--- config.mk ---
export PLATFORM = sky130hd
export DESIGN_NAME = dashed_line_rasterizer_unit
export DESIGN_NICKNAME = d
export VERILOG_FILES = /design/src/hw/rtl/dlr_pkg.sv /design/src/hw/rtl/dashed_line_rasterizer_unit.sv
export SDC_FILE = /design/constraint.sdc
export NUM_CORES = 1
export LEC_CHECK = 0
export BUFFER_PORTS_ARGS = -buffer_cell sky130_fd_sc_hd__buf_4
export CAP_MARGIN = 10
export CORE_UTILIZATION = 45
export DETAILED_ROUTE_END_ITERATION = 8
export PLACE_DENSITY = 0.63
export SLEW_MARGIN = 5
export SYNTH_ARGS = -nofsm -noshare
export SYNTH_HDL_FRONTEND = slang
export SYNTH_SLANG_ARGS = --single-unit
--- constraint.sdc ---
create_clock -name clk -period 20.4 [get_ports clk]
set_input_delay 2.04 -clock clk [delete_from_list [all_inputs] [get_ports clk]]
set_output_delay 2.04 -clock clk [all_outputs]
set_load 0.02 [all_outputs]
--- src/hw/rtl/dlr_pkg.sv ---
package dlr_pkg;

  localparam int COORD_BITS = 16;
  localparam int SPAN_W     = COORD_BITS + 1;
  localparam int ACC_W      = 20;
  localparam int PITCH_W    = 10;
  localparam int MASK_W     = 16;
  localparam int ADDR_W     = 32;
  localparam int PAGE_BLOCKS = 1024;
  localparam int BLOCK_BYTES = 512;
  localparam logic [ADDR_W-1:0] PAGE_LIMIT = ADDR_W'(PAGE_BLOCKS * BLOCK_BYTES);

  localparam logic CMD_START = 1'b0;
  localparam logic CMD_STEP  = 1'b1;

  localparam logic REG_PATTERN_MASK   = 1'b0;
  localparam logic REG_BYTES_PER_LINE = 1'b1;

  localparam logic [MASK_W-1:0]  PATTERN_MASK_RESET   = 16'hFFFF;
  localparam logic [PITCH_W-1:0] BYTES_PER_LINE_RESET = 10'd264;

  typedef logic signed [COORD_BITS-1:0] coord_t;

  typedef struct packed {
    logic [2:0]        pad;
    logic              on_page;
    logic [2:0]        bit_position;
    logic [ADDR_W-1:0] byte_address;
    logic              plot;
    coord_t            pixel_y;
    coord_t            pixel_x;
  } pixel_word_t;

endpackage

--- src/hw/rtl/dashed_line_rasterizer_unit.sv ---
// Dashed line rasterizer.
// Input stream (s_*): one word per command. s_tuser is the command: start
// loads the endpoints carried in s_tdata, step asks for the next pixel.
// Output stream (m_*): one word per pixel, with m_tlast on the end point.
// A start word and a step word taken while no line is active give no output.
// A step word's pixel is registered and shows on m_* in the cycle after the
// word is accepted. Throughput: one word per cycle while m_tready is high;
// the walk update and the address multiply each fit between the input
// handshake and the output register.
// The APB port holds the dash mask at address 0 and the line pitch in bytes
// at address 4; write them only while no line is being drawn.
// Reset clears the walk state to idle, drops any pending pixel and restores
// the mask to solid and the pitch to 264 bytes.
// When the receiver stalls, the pixel holds in the output register and
// s_tready drops, so nothing is lost; it rises again as the pixel is taken.
module dashed_line_rasterizer_unit (
  input  logic        clk,
  input  logic        rst,
  input  logic        s_tvalid,
  output logic        s_tready,
  input  logic [63:0] s_tdata,   // start_x, start_y, stop_x, stop_y
  input  logic        s_tuser,   // cmd
  output logic        m_tvalid,
  input  logic        m_tready,
  output logic [71:0] m_tdata,   // pixel_x, pixel_y, plot, byte_address,
                                 // bit_position, on_page, zero fill
  output logic        m_tlast,
  input  logic        psel,
  input  logic        penable,
  input  logic        pwrite,
  input  logic [2:0]  paddr,
  input  logic [31:0] pwdata,
  output logic [31:0] prdata,
  output logic        pready
);

  localparam int CB = dlr_pkg::COORD_BITS;
  localparam int SW = dlr_pkg::SPAN_W;
  localparam int AW = dlr_pkg::ACC_W;

  logic [dlr_pkg::MASK_W-1:0]  pattern_mask;
  logic [dlr_pkg::PITCH_W-1:0] bytes_per_line;

  dlr_pkg::coord_t cur_x, cur_y, end_x, end_y;
  logic [SW-1:0]   span_x, span_y;
  logic            x_backward, y_backward, x_major, busy;
  logic signed [AW-1:0] minor_accum, minor_bound;

  logic            s_fire, start_fire, step_fire, done;
  dlr_pkg::coord_t in_x0, in_y0, in_x1, in_y1;
  logic signed [SW-1:0] dx, dy;
  logic [SW-1:0]   abs_dx, abs_dy;

  dlr_pkg::coord_t cur_x_next, cur_y_next, px, py, sum;
  logic signed [AW-1:0] minor_accum_next, minor_bound_next, major_ext, minor_ext;
  logic            carry;

  logic signed [26:0] row_offset;
  logic [dlr_pkg::ADDR_W-1:0] addr;
  dlr_pkg::pixel_word_t word;

  // Configuration port.
  assign pready = 1'b1;
  always_comb begin
    case (paddr[2])
      dlr_pkg::REG_PATTERN_MASK:   prdata = 32'(pattern_mask);
      dlr_pkg::REG_BYTES_PER_LINE: prdata = 32'(bytes_per_line);
      default:                     prdata = '0;
    endcase
  end

  always_ff @(posedge clk) begin
    if (rst) begin
      pattern_mask   <= dlr_pkg::PATTERN_MASK_RESET;
      bytes_per_line <= dlr_pkg::BYTES_PER_LINE_RESET;
    end else if (psel && penable && pwrite && pready) begin
      case (paddr[2])
        dlr_pkg::REG_PATTERN_MASK:   pattern_mask   <= pwdata[dlr_pkg::MASK_W-1:0];
        dlr_pkg::REG_BYTES_PER_LINE: bytes_per_line <= pwdata[dlr_pkg::PITCH_W-1:0];
        default: ;
      endcase
    end
  end

  // Input decode and line setup.
  assign s_tready   = !m_tvalid || m_tready;
  assign s_fire     = s_tvalid && s_tready;
  assign start_fire = s_fire && (s_tuser == dlr_pkg::CMD_START);
  assign step_fire  = s_fire && (s_tuser == dlr_pkg::CMD_STEP) && busy;

  assign in_x0 = s_tdata[15:0];
  assign in_y0 = s_tdata[31:16];
  assign in_x1 = s_tdata[47:32];
  assign in_y1 = s_tdata[63:48];
  assign dx = SW'(in_x1) - SW'(in_x0);
  assign dy = SW'(in_y1) - SW'(in_y0);
  assign abs_dx = dx[SW-1] ? SW'(-dx) : SW'(dx);
  assign abs_dy = dy[SW-1] ? SW'(-dy) : SW'(dy);

  // One walk step along the major axis with the error accumulator update.
  assign done = x_major ? (cur_x == end_x) : (cur_y == end_y);
  assign major_ext = x_major ? AW'(span_x) : AW'(span_y);
  assign minor_ext = x_major ? AW'(span_y) : AW'(span_x);
  assign carry     = minor_accum > minor_bound;

  always_comb begin
    cur_x_next       = cur_x;
    cur_y_next       = cur_y;
    minor_bound_next = minor_bound;
    minor_accum_next = minor_accum + minor_ext;
    if (carry) begin
      minor_bound_next = minor_bound + major_ext - minor_accum;
      minor_accum_next = minor_ext;
    end
    if (x_major) begin
      cur_x_next = x_backward ? cur_x - 1'b1 : cur_x + 1'b1;
      if (carry) begin
        cur_y_next = y_backward ? cur_y - 1'b1 : cur_y + 1'b1;
      end
    end else begin
      cur_y_next = y_backward ? cur_y - 1'b1 : cur_y + 1'b1;
      if (carry) begin
        cur_x_next = x_backward ? cur_x - 1'b1 : cur_x + 1'b1;
      end
    end
  end

  always_ff @(posedge clk) begin
    if (rst) begin
      cur_x       <= '0;
      cur_y       <= '0;
      end_x       <= '0;
      end_y       <= '0;
      span_x      <= '0;
      span_y      <= '0;
      x_backward  <= 1'b0;
      y_backward  <= 1'b0;
      minor_accum <= '0;
      minor_bound <= '0;
      x_major     <= 1'b0;
      busy        <= 1'b0;
    end else if (start_fire) begin
      cur_x       <= in_x0;
      cur_y       <= in_y0;
      end_x       <= in_x1;
      end_y       <= in_y1;
      span_x      <= abs_dx;
      span_y      <= abs_dy;
      x_backward  <= dx[SW-1];
      y_backward  <= dy[SW-1];
      minor_accum <= '0;
      minor_bound <= '0;
      x_major     <= abs_dx >= abs_dy;
      busy        <= 1'b1;
    end else if (step_fire) begin
      if (done) begin
        busy <= 1'b0;
      end else begin
        cur_x       <= cur_x_next;
        cur_y       <= cur_y_next;
        minor_accum <= minor_accum_next;
        minor_bound <= minor_bound_next;
      end
    end
  end

  // Pixel attributes: dash flag, byte address, bit position, page check.
  assign px  = done ? end_x : cur_x;
  assign py  = done ? end_y : cur_y;
  assign sum = (x_backward == y_backward) ? px + py : px - py;
  assign row_offset = 27'(py) * 27'($signed({1'b0, bytes_per_line}));
  assign addr = 32'(row_offset) + 32'(px >>> 3);

  always_comb begin
    word              = '0;
    word.pixel_x      = px;
    word.pixel_y      = py;
    word.plot         = |(sum & pattern_mask);
    word.byte_address = addr;
    word.bit_position = ~px[2:0];
    word.on_page      = addr < dlr_pkg::PAGE_LIMIT;
  end

  always_ff @(posedge clk) begin
    if (rst) begin
      m_tvalid <= 1'b0;
    end else if (step_fire) begin
      m_tvalid <= 1'b1;
    end else if (m_tready) begin
      m_tvalid <= 1'b0;
    end
  end

  always_ff @(posedge clk) begin
    if (step_fire) begin
      m_tdata <= word;
      m_tlast <= done;
    end
  end

  // Checks on the walk state.
  a_start_loads: assert property (@(posedge clk) disable iff (rst)
    start_fire |=> busy && minor_accum == '0 && minor_bound == '0)
    else $error("start did not load an active line");

  a_accum_nonneg: assert property (@(posedge clk) disable iff (rst)
    !minor_accum[AW-1] && !minor_bound[AW-1])
    else $error("error accumulator went negative");

  a_major_moves: assert property (@(posedge clk) disable iff (rst)
    (step_fire && !done && x_major) |=> cur_x != $past(cur_x))
    else $error("major axis did not advance");

  a_last_ends: assert property (@(posedge clk) disable iff (rst)
    (step_fire && done) |=> !busy && m_tvalid && m_tlast)
    else $error("end point did not close the line");

endmodule
=== After elaboration in Yosys (flattened, before gate mapping) ===
Index checks and enable logic that the tools add are counted.

* Word-level logic and storage cells: 93
* Input bits: 107
* Output and inout port bits: 108
* Register bits after elaboration: 239

* Multiplexer cells: 27
* Order comparisons: 3
* Equality and inequality tests: 5
* Reduce and logical (&&, ||, !) cells: 21
* Multiply operators: 1
* Bitwise operators: 5
* Add/subtract/negate cells: 14

{| class="wikitable"
|+ Operators with widths
! kind !! number
|-
| 2-to-1 mux 16 bit || 15
|-
| 2-to-1 mux 17 bit || 4
|-
| one-hot mux 32 bit (2 select lines) || 1
|-
| adder 20 x 18 -> 20 bit || 2
|-
| negator 17 bit || 2
|-
| subtractor 16 x 16 -> 17 bit || 2
|-
| adder 16 x 1 -> 16 bit (second input constant) || 2
|-
| equality test 16 bit || 2
|-
| less-than comparator 32 x 20 -> 1 bit (second input constant) || 1
|-
| subtractor 16 x 1 -> 16 bit (second input constant) || 2
|-
| adder 27 x 13 -> 28 bit || 1
|-
| multiplier 16 x 11 -> 27 bit || 1
|-
| > comparator 20 bit || 1
|-
| 2-to-1 mux 20 bit || 1
|-
| subtractor 20 bit || 1
|-
| >= comparator 17 bit || 1
|-
| adder 16 bit || 1
|-
| bitwise AND 16 bit || 1
|-
| OR reduction 16 bit || 1
|-
| subtractor 16 bit || 1
|-
| AND reduction 3 bit || 3
|-
| AND reduction 2 bit || 4
|-
| logical AND 1 bit || 6
|-
| 2-to-1 mux 1 bit || 6
|-
| 10 further kinds || 14
|}

=== Longest topological paths before layout ===
Gate-level depths: netlist (run 1).

* Depth after elaboration: 7
* Depth in mapped cells: 32

=== Worst setup path before layout (run 1) ===
Ideal clock, no wire load.

* Kind: reg2reg
* Start: register cur_y[11]
* End: register m_tdata[68], data pin
* Data arrival time: 7.362 ns
* Period minus slack after synthesis: 7.519 ns
* Data required time: 20.243 ns
* Path slack: 12.881 ns
* Stages on the path, launching flop included: 29
* Cell sequence: dfxtp_1 > xor2_1 > nor3_1 > nand4_1 > nor3_1 > nor2_1 > clkbuf_1 > clkbuf_1 > nand2_1 > nand2_1 > buf_2 > nand2_1 > fa_1 > fa_1 > fa_1 > inv_1 > fa_1 > inv_1 > fa_1 > inv_1 > ha_1 > nor2_1 > a2111oi_0 > a221oi_2 > o311ai_1 > xor2_1 > or4_1 > or4_1 > nor3_1

{| class="wikitable"
|+ RTL lines
! item !! RTL line !! source
|-
| start, declared || dashed_line_rasterizer_unit.sv:44 || <nowiki>dlr_pkg::coord_t cur_x, cur_y, end_x, end_y;</nowiki>
|-
| start signal, assigned || dashed_line_rasterizer_unit.sv:144 || <nowiki>cur_y <= in_y0;</nowiki>
|-
| start signal, assigned || dashed_line_rasterizer_unit.sv:160 || <nowiki>cur_y <= cur_y_next;</nowiki>
|-
| end signal, assigned || dashed_line_rasterizer_unit.sv:196 || <nowiki>m_tdata <= word;</nowiki>
|-
| end, declared || dashed_line_rasterizer_unit.sv:25 || <nowiki>output logic [71:0] m_tdata,</nowiki>
|}

==> metrics.md, run 1 <==
| Metric | Value |
|---|---|
| Die area | 54800 um2 |
| GRT Total Usage | 23.9% |
| Die W | between 200 and 250 um |
| Most frequent cell after synthesis | inv_1 |
| IO Pins | 215 |
| Cells after Synth | around 2900 |
| # DRC | 23 |
| Num CTS Buffers | 29 |
| Post-synthesis register bit count | about 240 |
| Post-CTS setup buffers | 0 |
| Fin crit period | between 9 and 10 ns |
| VDD IR max | slightly above 0.00006 V |
| Vias in the first global route | ~20000 |
| Post-Syn Area | between 20000 and 25000 um2 |
| Area leader, netlist | fa_1 |
| Post-CTS Resized | 0 |
| Post-synthesis cell type count | 84 |
| Antenna Cells | 0 |
| Placed cells | ~3700 |
| Setup Total Neg Slack | 0 ns |
| Status | complete, but fails checks |
| Clk_lat worst skew | just under 0.6 ns |
| EDFF count, synth | 66 |
| Worst Hold Class | reg2reg |
| Final Hold Viols | 0 |
| Synth top area share | about 15% |
| Final std cells w/o fill | roughly 3700 |
| Slowest cell on crit path | inv_1 |
| Final Util | approximately half |
| RSZ-0062 raised after global routing | no |
| Initial Util | 45.9% |
| Hold_ws | 0.467 ns |
| Period utilisation layout | between 40% and 50% |
| Most common flop cell mapped by yosys | dfxtp_1 |
| Synth top area cells | fa_1 (15%), dfxtp_1 (14%), ha_1 (12%) |
| Cts hold-fix bufs | 0 |
| Setup violators final | 0 |
| Die height | ~230 um |
| CP Class | reg2reg |
| Clock sink count | ~240 |
| Max Cap Viol | 0 |
| Total Power | roughly 1.8 mW |
| Crit end category | flip-flop |
| Worst-margin pin slew | between 1 and 1.5 ns |
| Post-route clock skew | about 0.016 ns |
| Fmax | between 0.1 and 0.15 GHz |
| Floorplan row count | 84 |
| Avg Synthesized Cell Area | 8.36 um2 |
| CTS tree | yes |
| First-pass GRT wire length | a little over 100 mm |
| Worst Path Required | 20.82 ns |
| Top cell by count, worst path | fa_1 |
| Pre-antenna DRT Iters | 9 |
| Critical path arrival | 9.56 ns |
| Core Region | approximately 53000 um2 |
| Area Growth Syn to Fin | 11.4% |
| Overflow after GRT | 0 |
| Max Slew Vio Count | 0 |
| Initial antenna violation count | 0 |
| Share of layout cells above drive strength 1 | about a tenth |
| Power density cells | 66.3 nW/um2 |
| CP Launch Type | flip-flop |
| Port Buffer Count | about 180 |
| Reg clk slew, reported paths | roughly 0.060 ns |
| Drt initial violations | 1478 |
| GP Congestion | around 0.90 |
| CTS root buffer | clkbuf_16 |
| Max clock buf depth | 3 |
| Routed WL per cell | about 18 um |
| HPWL after DPL | roughly 51 mm |
| Largest net degree at the start of global routing | 80 |
| DRT antenna net count | 0 |
| Synth top cells by count | inv_1 (415), nand2_1 (383), ha_1 (233), nor2_1 (201), fa_1 (187) |
| Max incr delay on CP | around 0.67 ns |
| Vias | 20412 |
| Vias/cell | between 5 and 6 |
| Ys async rst share | 0% |
| Leak | 12.6 nW |
| CP max FO | 24 |
| Rel. slew slack | 20.1% |
| Final WL | 65.7 mm |
| Sequential element share of the synthesized area | ~22% |
| Nets | 3535 |
| Yosys warning count | 0 |
| H-tree Lvls | 1 |
| Failing checks | design-rule violations |
where the power goes:
part	switching, mW	leakage [nW]	internal, mW
Combinational	0.432	10.1	0.288
Clock	0.222	0.464	0.315
Sequential	0.0249	1.99	0.508
cell usage in the layout (no fill, tap or decap), drive strengths merged, types with 6 or more instances in the layout:
| cell | netlist | routed |
|---|---|---|
| a211oi | 73 | 73 |
| a221oi | 8 | 8 |
| buf | 46 | 191 |
| o21a | 17 | 17 |
| nor4 | 18 | 18 |
| inv | 415 | 415 |
| ha | 233 | 233 |
| o21ai | 102 | 102 |
| mux2 | 29 | 29 |
| o41ai | 6 | 6 |
| nor2b | 25 | 25 |
| clkinv | 1 | 12 |
| o21bai | 12 | 12 |
| o211ai | 16 | 16 |
| xnor2 | 98 | 98 |
| nand2 | 383 | 383 |
| nor3 | 59 | 59 |
| clkbuf | 88 | 35 |
| nor2 | 201 | 201 |
| and2 | 63 | 63 |
| a21o | 42 | 42 |
| nand4 | 14 | 14 |
| a311oi | 6 | 6 |
| a21oi | 187 | 187 |
| o2111ai | 7 | 7 |
| o31ai | 9 | 9 |
| nand3 | 30 | 30 |
| o31a | 9 | 9 |
| nand2b | 16 | 16 |
| or4 | 8 | 8 |
| a2111oi | 7 | 7 |
| or3 | 18 | 18 |
| xor2 | 86 | 86 |
| mux2i | 60 | 60 |
| and3 | 10 | 10 |
| conb | 2 | 20 |
| edfxtp | 66 | 66 |
| a31oi | 22 | 22 |
| fa | 187 | 187 |
| dfxtp | 169 | 169 |
worst paths after layout:
| check | from | to | slack (ns) | cells after the start |
|---|---|---|---|---|
| setup / recovery | cur_x[2] | m_tdata[68] | 11.26 | 28 |
| hold / removal | span_x[13] | span_x[13] | 0.47 | 2 |
| setup reg to reg | cur_x[2] | m_tdata[68] | 11.26 | 28 |
| hold reg to reg | span_x[13] | span_x[13] | 0.47 | 2 |
routing by layer:
layer	up-vias	wire length (um)	GRT usage, %
met2	593	28600	37.2
met1	9922	31600	35.2
met3	72	3800	2.21
li1	9825	-	-
met4	0	1660	6.57
met5	-	0	0
kinds of logic after synthesis:
logic type                 after synthesis  synth area share (%)
DFF                                    235                  22.1
buffers and inverters                  550                  8.93
other                                    2                0.0310
and+or+nand+nor                        863                  16.1
adders and majority gates              420                  27.5
AOI/OAI and AO/OA                      559                  14.9
xor gates and xnor gates               184                  6.65
muxes                                   89                  3.82
stage by stage:
stage               setup WS (ns)  area (um2)
CTS                         11.29       27000
global route                10.51       27000
finish                      11.26       27000
detailed placement          11.36       26000
global placement            11.45       26000
floorplan                   12.88       24300
layout make-up:
type,count,area [um2]
Fill cell,5059,25900
Inverter,416,1560
Sequential cell,235,5370
Clock inverter,18,205
Tap cell,688,861
Multi-Input combinational cell,2135,16800
Timing Repair Buffer,191,1430
Clock buffer,35,758
sequential cells by signal (all words and copies together), names as in the netlist, 10 cells and up:
name	cells
bytes_per_line	10
cur_x	16
cur_y	16
end_x	16
end_y	16
m_tdata	65
minor_accum	20
minor_bound	20
pattern_mask	16
span_x	17
span_y	17
critical path: cells and delay by family (launching register included):
kind	cells	cell delay, ns
fa+ha+maj	6	2.89
simple gates	9	2.62
compound gates	7	1.97
buf+inv	4	0.81
flops	1	0.36
xor+xnor	2	0.33
No activity file was read; power rests on OpenSTA's default activity.
==> run 2: changes to the inputs <==
Settings changed: PLACE_DENSITY 0.63 to 0.65.
Clock period 20.4 ns to 8.2 ns, I/O delays scaled along.
==> metrics.md, run 2 (synthesis gave the netlist of run 1 again) <==
| Metric | Value |
|---|---|
| Core Region | around 53000 um2 |
| Worst Hold Class | in2reg |
| Port Buffer Count | 176 |
| Fmax | roughly 0.13 GHz |
| Fin crit period | about 7.8 ns |
| Clk_lat worst skew | 0.59 ns |
| Largest net degree at the start of global routing | approximately 110 |
| Top flop regs | m_tdata (65), minor_accum (20), minor_bound (20) |
| Max reg flops | 65 |
| Final Util | a little over half |
| Top reg by flops | m_tdata |
| First-pass GRT wire length | roughly 110 mm |
| Antenna Cells | 0 |
| Vias/cell | roughly 5.5 |
| Status | complete, but fails checks |
| Sw Share | between 30% and 40% |
| Fillers | 4970 |
| HPWL after DPL | about 53 mm |
| Worst-margin pin slew | ~1.1 ns |
| Worst Path Required | 8.61 ns |
| Hold_ws | roughly 0.46 ns |
| Vias | 20638 |
| Clock sink count | between 200 and 250 |
| Routed WL per cell | between 15 and 20 um |
| CTS root buffer | clkbuf_16 |
| CP max FO | 26 |
| DRT antenna net count | 0 |
| Period utilisation layout | between 90% and 100% |
| Final WL | 66.7 mm |
| Most frequent cells in the layout | inv_1 (414), nand2_1 (379), buf_4 (239), ha_1 (233), nor2_1 (197) |
| RSZ-0062 raised after global routing | no |
| Int Pwr | around 2.9 mW |
| H-tree Lvls | 1 |
| Post-route clock skew | 0.0157 ns |
| Pre-antenna DRT Iters | 7 |
| Cell area after layout | approximately 27000 um2 |
| Overflow after GRT | 0 |
| Top cell by count, worst path | fa_1 |
| Share of power burned in registers | 28.9% |
| Crit end category | flip-flop |
| GP Congestion | about 0.93 |
| # DRC | 22 |
| Slowest cell on crit path | fa_1 |
| DP Area | about 26000 um2 |
| Power density cells | between 150 and 200 nW/um2 |
| Die height | 234 um |
| Nets | between 3000 and 4000 |
| Max Slew Vio Count | 0 |
| Psw | 1.72 mW |
| IO Pins | roughly 220 |
| Most common cell after layout, fill and taps aside | inv_1 |
| Leak | ~13 nW |
| Share of layout cells above drive strength 1 | 11.8% |
| Place WS | about 0.15 ns |
| Floorplan row count | 84 |
| Reg clk slew, reported paths | around 0.06 ns |
| Combinational power share | between 40% and 50% |
| Area Growth Syn to Fin | 13.4% |
| Setup Total Neg Slack | 0 ns |
| Max Cap Viol | 0 |
| Die area | between 50000 and 60000 um2 |
| Num CTS Buffers | 29 |
| CTS tree | yes |
| Initial Util | between 40% and 50% |
| Failing checks | design-rule violations |
| Max incr delay on CP | ~0.55 ns |
| Max clock buf depth | 3 |
| Initial antenna violation count | 1 |
| VDD IR max | 0.000142 V |
| Cts hold-fix bufs | 0 |
| CP Launch Type | flip-flop |
| Final Hold Viols | 0 |
| PnR worst setup slack | 0.440 ns |
| Setup violators final | 0 |
| Rel. slew slack | a little under a quarter |
| Critical path arrival | ~8.2 ns |
| Vias in the first global route | 20078 |
| Die W | ~230 um |
| Drt initial violations | 1487 |
| Part of the power in the clock network | around 30% |
| CP Class | reg2reg |
| GRT Total Usage | roughly a quarter |
run 2: cell count changes in the layout (fill, tap and decap cells not counted), sizes merged:
cell      change
clkinv        -4
bufinv        -2
buf          +48
clkinvlp      -1
clkbuf        +5
run 2: worst max-delay path, delay by kind of cell, from the launching register on:
family                   cells  cell delay (ns)
buffers and inverters        7             0.87
XOR/XNOR                     2             0.32
AND/OR/NAND/NOR              7             1.42
multiplexers                 1             0.42
AO/OA/AOI/OAI                7             1.51
adder cells (fa/ha/maj)      6             2.75
flip-flops                   1             0.32
run 2: final timing paths:
| kind | startpoint | to | slack (ns) | depth (start not counted) |
|---|---|---|---|---|
| worst max register to register | end_y[8] | m_tdata[68] | 0.44 | 30 |
| worst min-delay path | pwdata[12] | pattern_mask[12] | 0.46 | 3 |
| worst max-delay path | end_y[8] | m_tdata[68] | 0.44 | 30 |
| worst min register to register | span_x[13] | span_x[13] | 0.47 | 2 |
run 2: routing by layer:
metal | share of wire (%) | up-vias | global-route usage (%) | routed length [um]
met4 | 2.8 | 2 | 7.10 | 1840
met2 | 43 | 654 | 37.4 | 28900
li1 | - | 9914 | - | -
met3 | 6.6 | 93 | 2.59 | 4370
met1 | 47 | 9975 | 35.9 | 31500
met5 | 0.019 | - | 0 | 13
run 2: area by class of cell:
| cell class | count | area (um2) | share of cell area (%) |
|---|---|---|---|
| clock buffer | 40 | 925 | 3.36 |
| clock inverter | 11 | 123 | 0.446 |
| inverter | 416 | 1570 | 5.69 |
| multi-input combinational | 2135 | 16900 | 61.3 |
| sequential | 235 | 5370 | 19.5 |
| tap | 688 | 861 | 3.13 |
| timing repair buffer | 239 | 1790 | 6.53 |
run 2: repair_timing:
item / 4_1_cts / 5_1_grt
endpoints found under the setup margin: 0 / 2
resized for setup: 0 / 13
buffers inserted: 0 / 1
run 2: per-stage QoR:
| step | power, mW | std cells |
|---|---|---|
| after floorplan | 2.67 | 2920 |
| after global placement | 3.10 | 3712 |
| after detailed placement | 3.15 | 3712 |
| after CTS | 4.57 | 3763 |
| after global routing | 4.86 | 3764 |
| final | 4.57 | 3764 |
run 2: power by group through the flow:
stage / sequential, mW / clock [mW] / combinational, mW
after floorplan: 1.34 / 0 / 1.33
after global placement: 1.34 / 0 / 1.76
after detailed placement: 1.34 / 0 / 1.81
after CTS: 1.32 / 1.43 / 1.82
after global routing: 1.33 / 1.48 / 2.05
final: 1.32 / 1.41 / 1.85
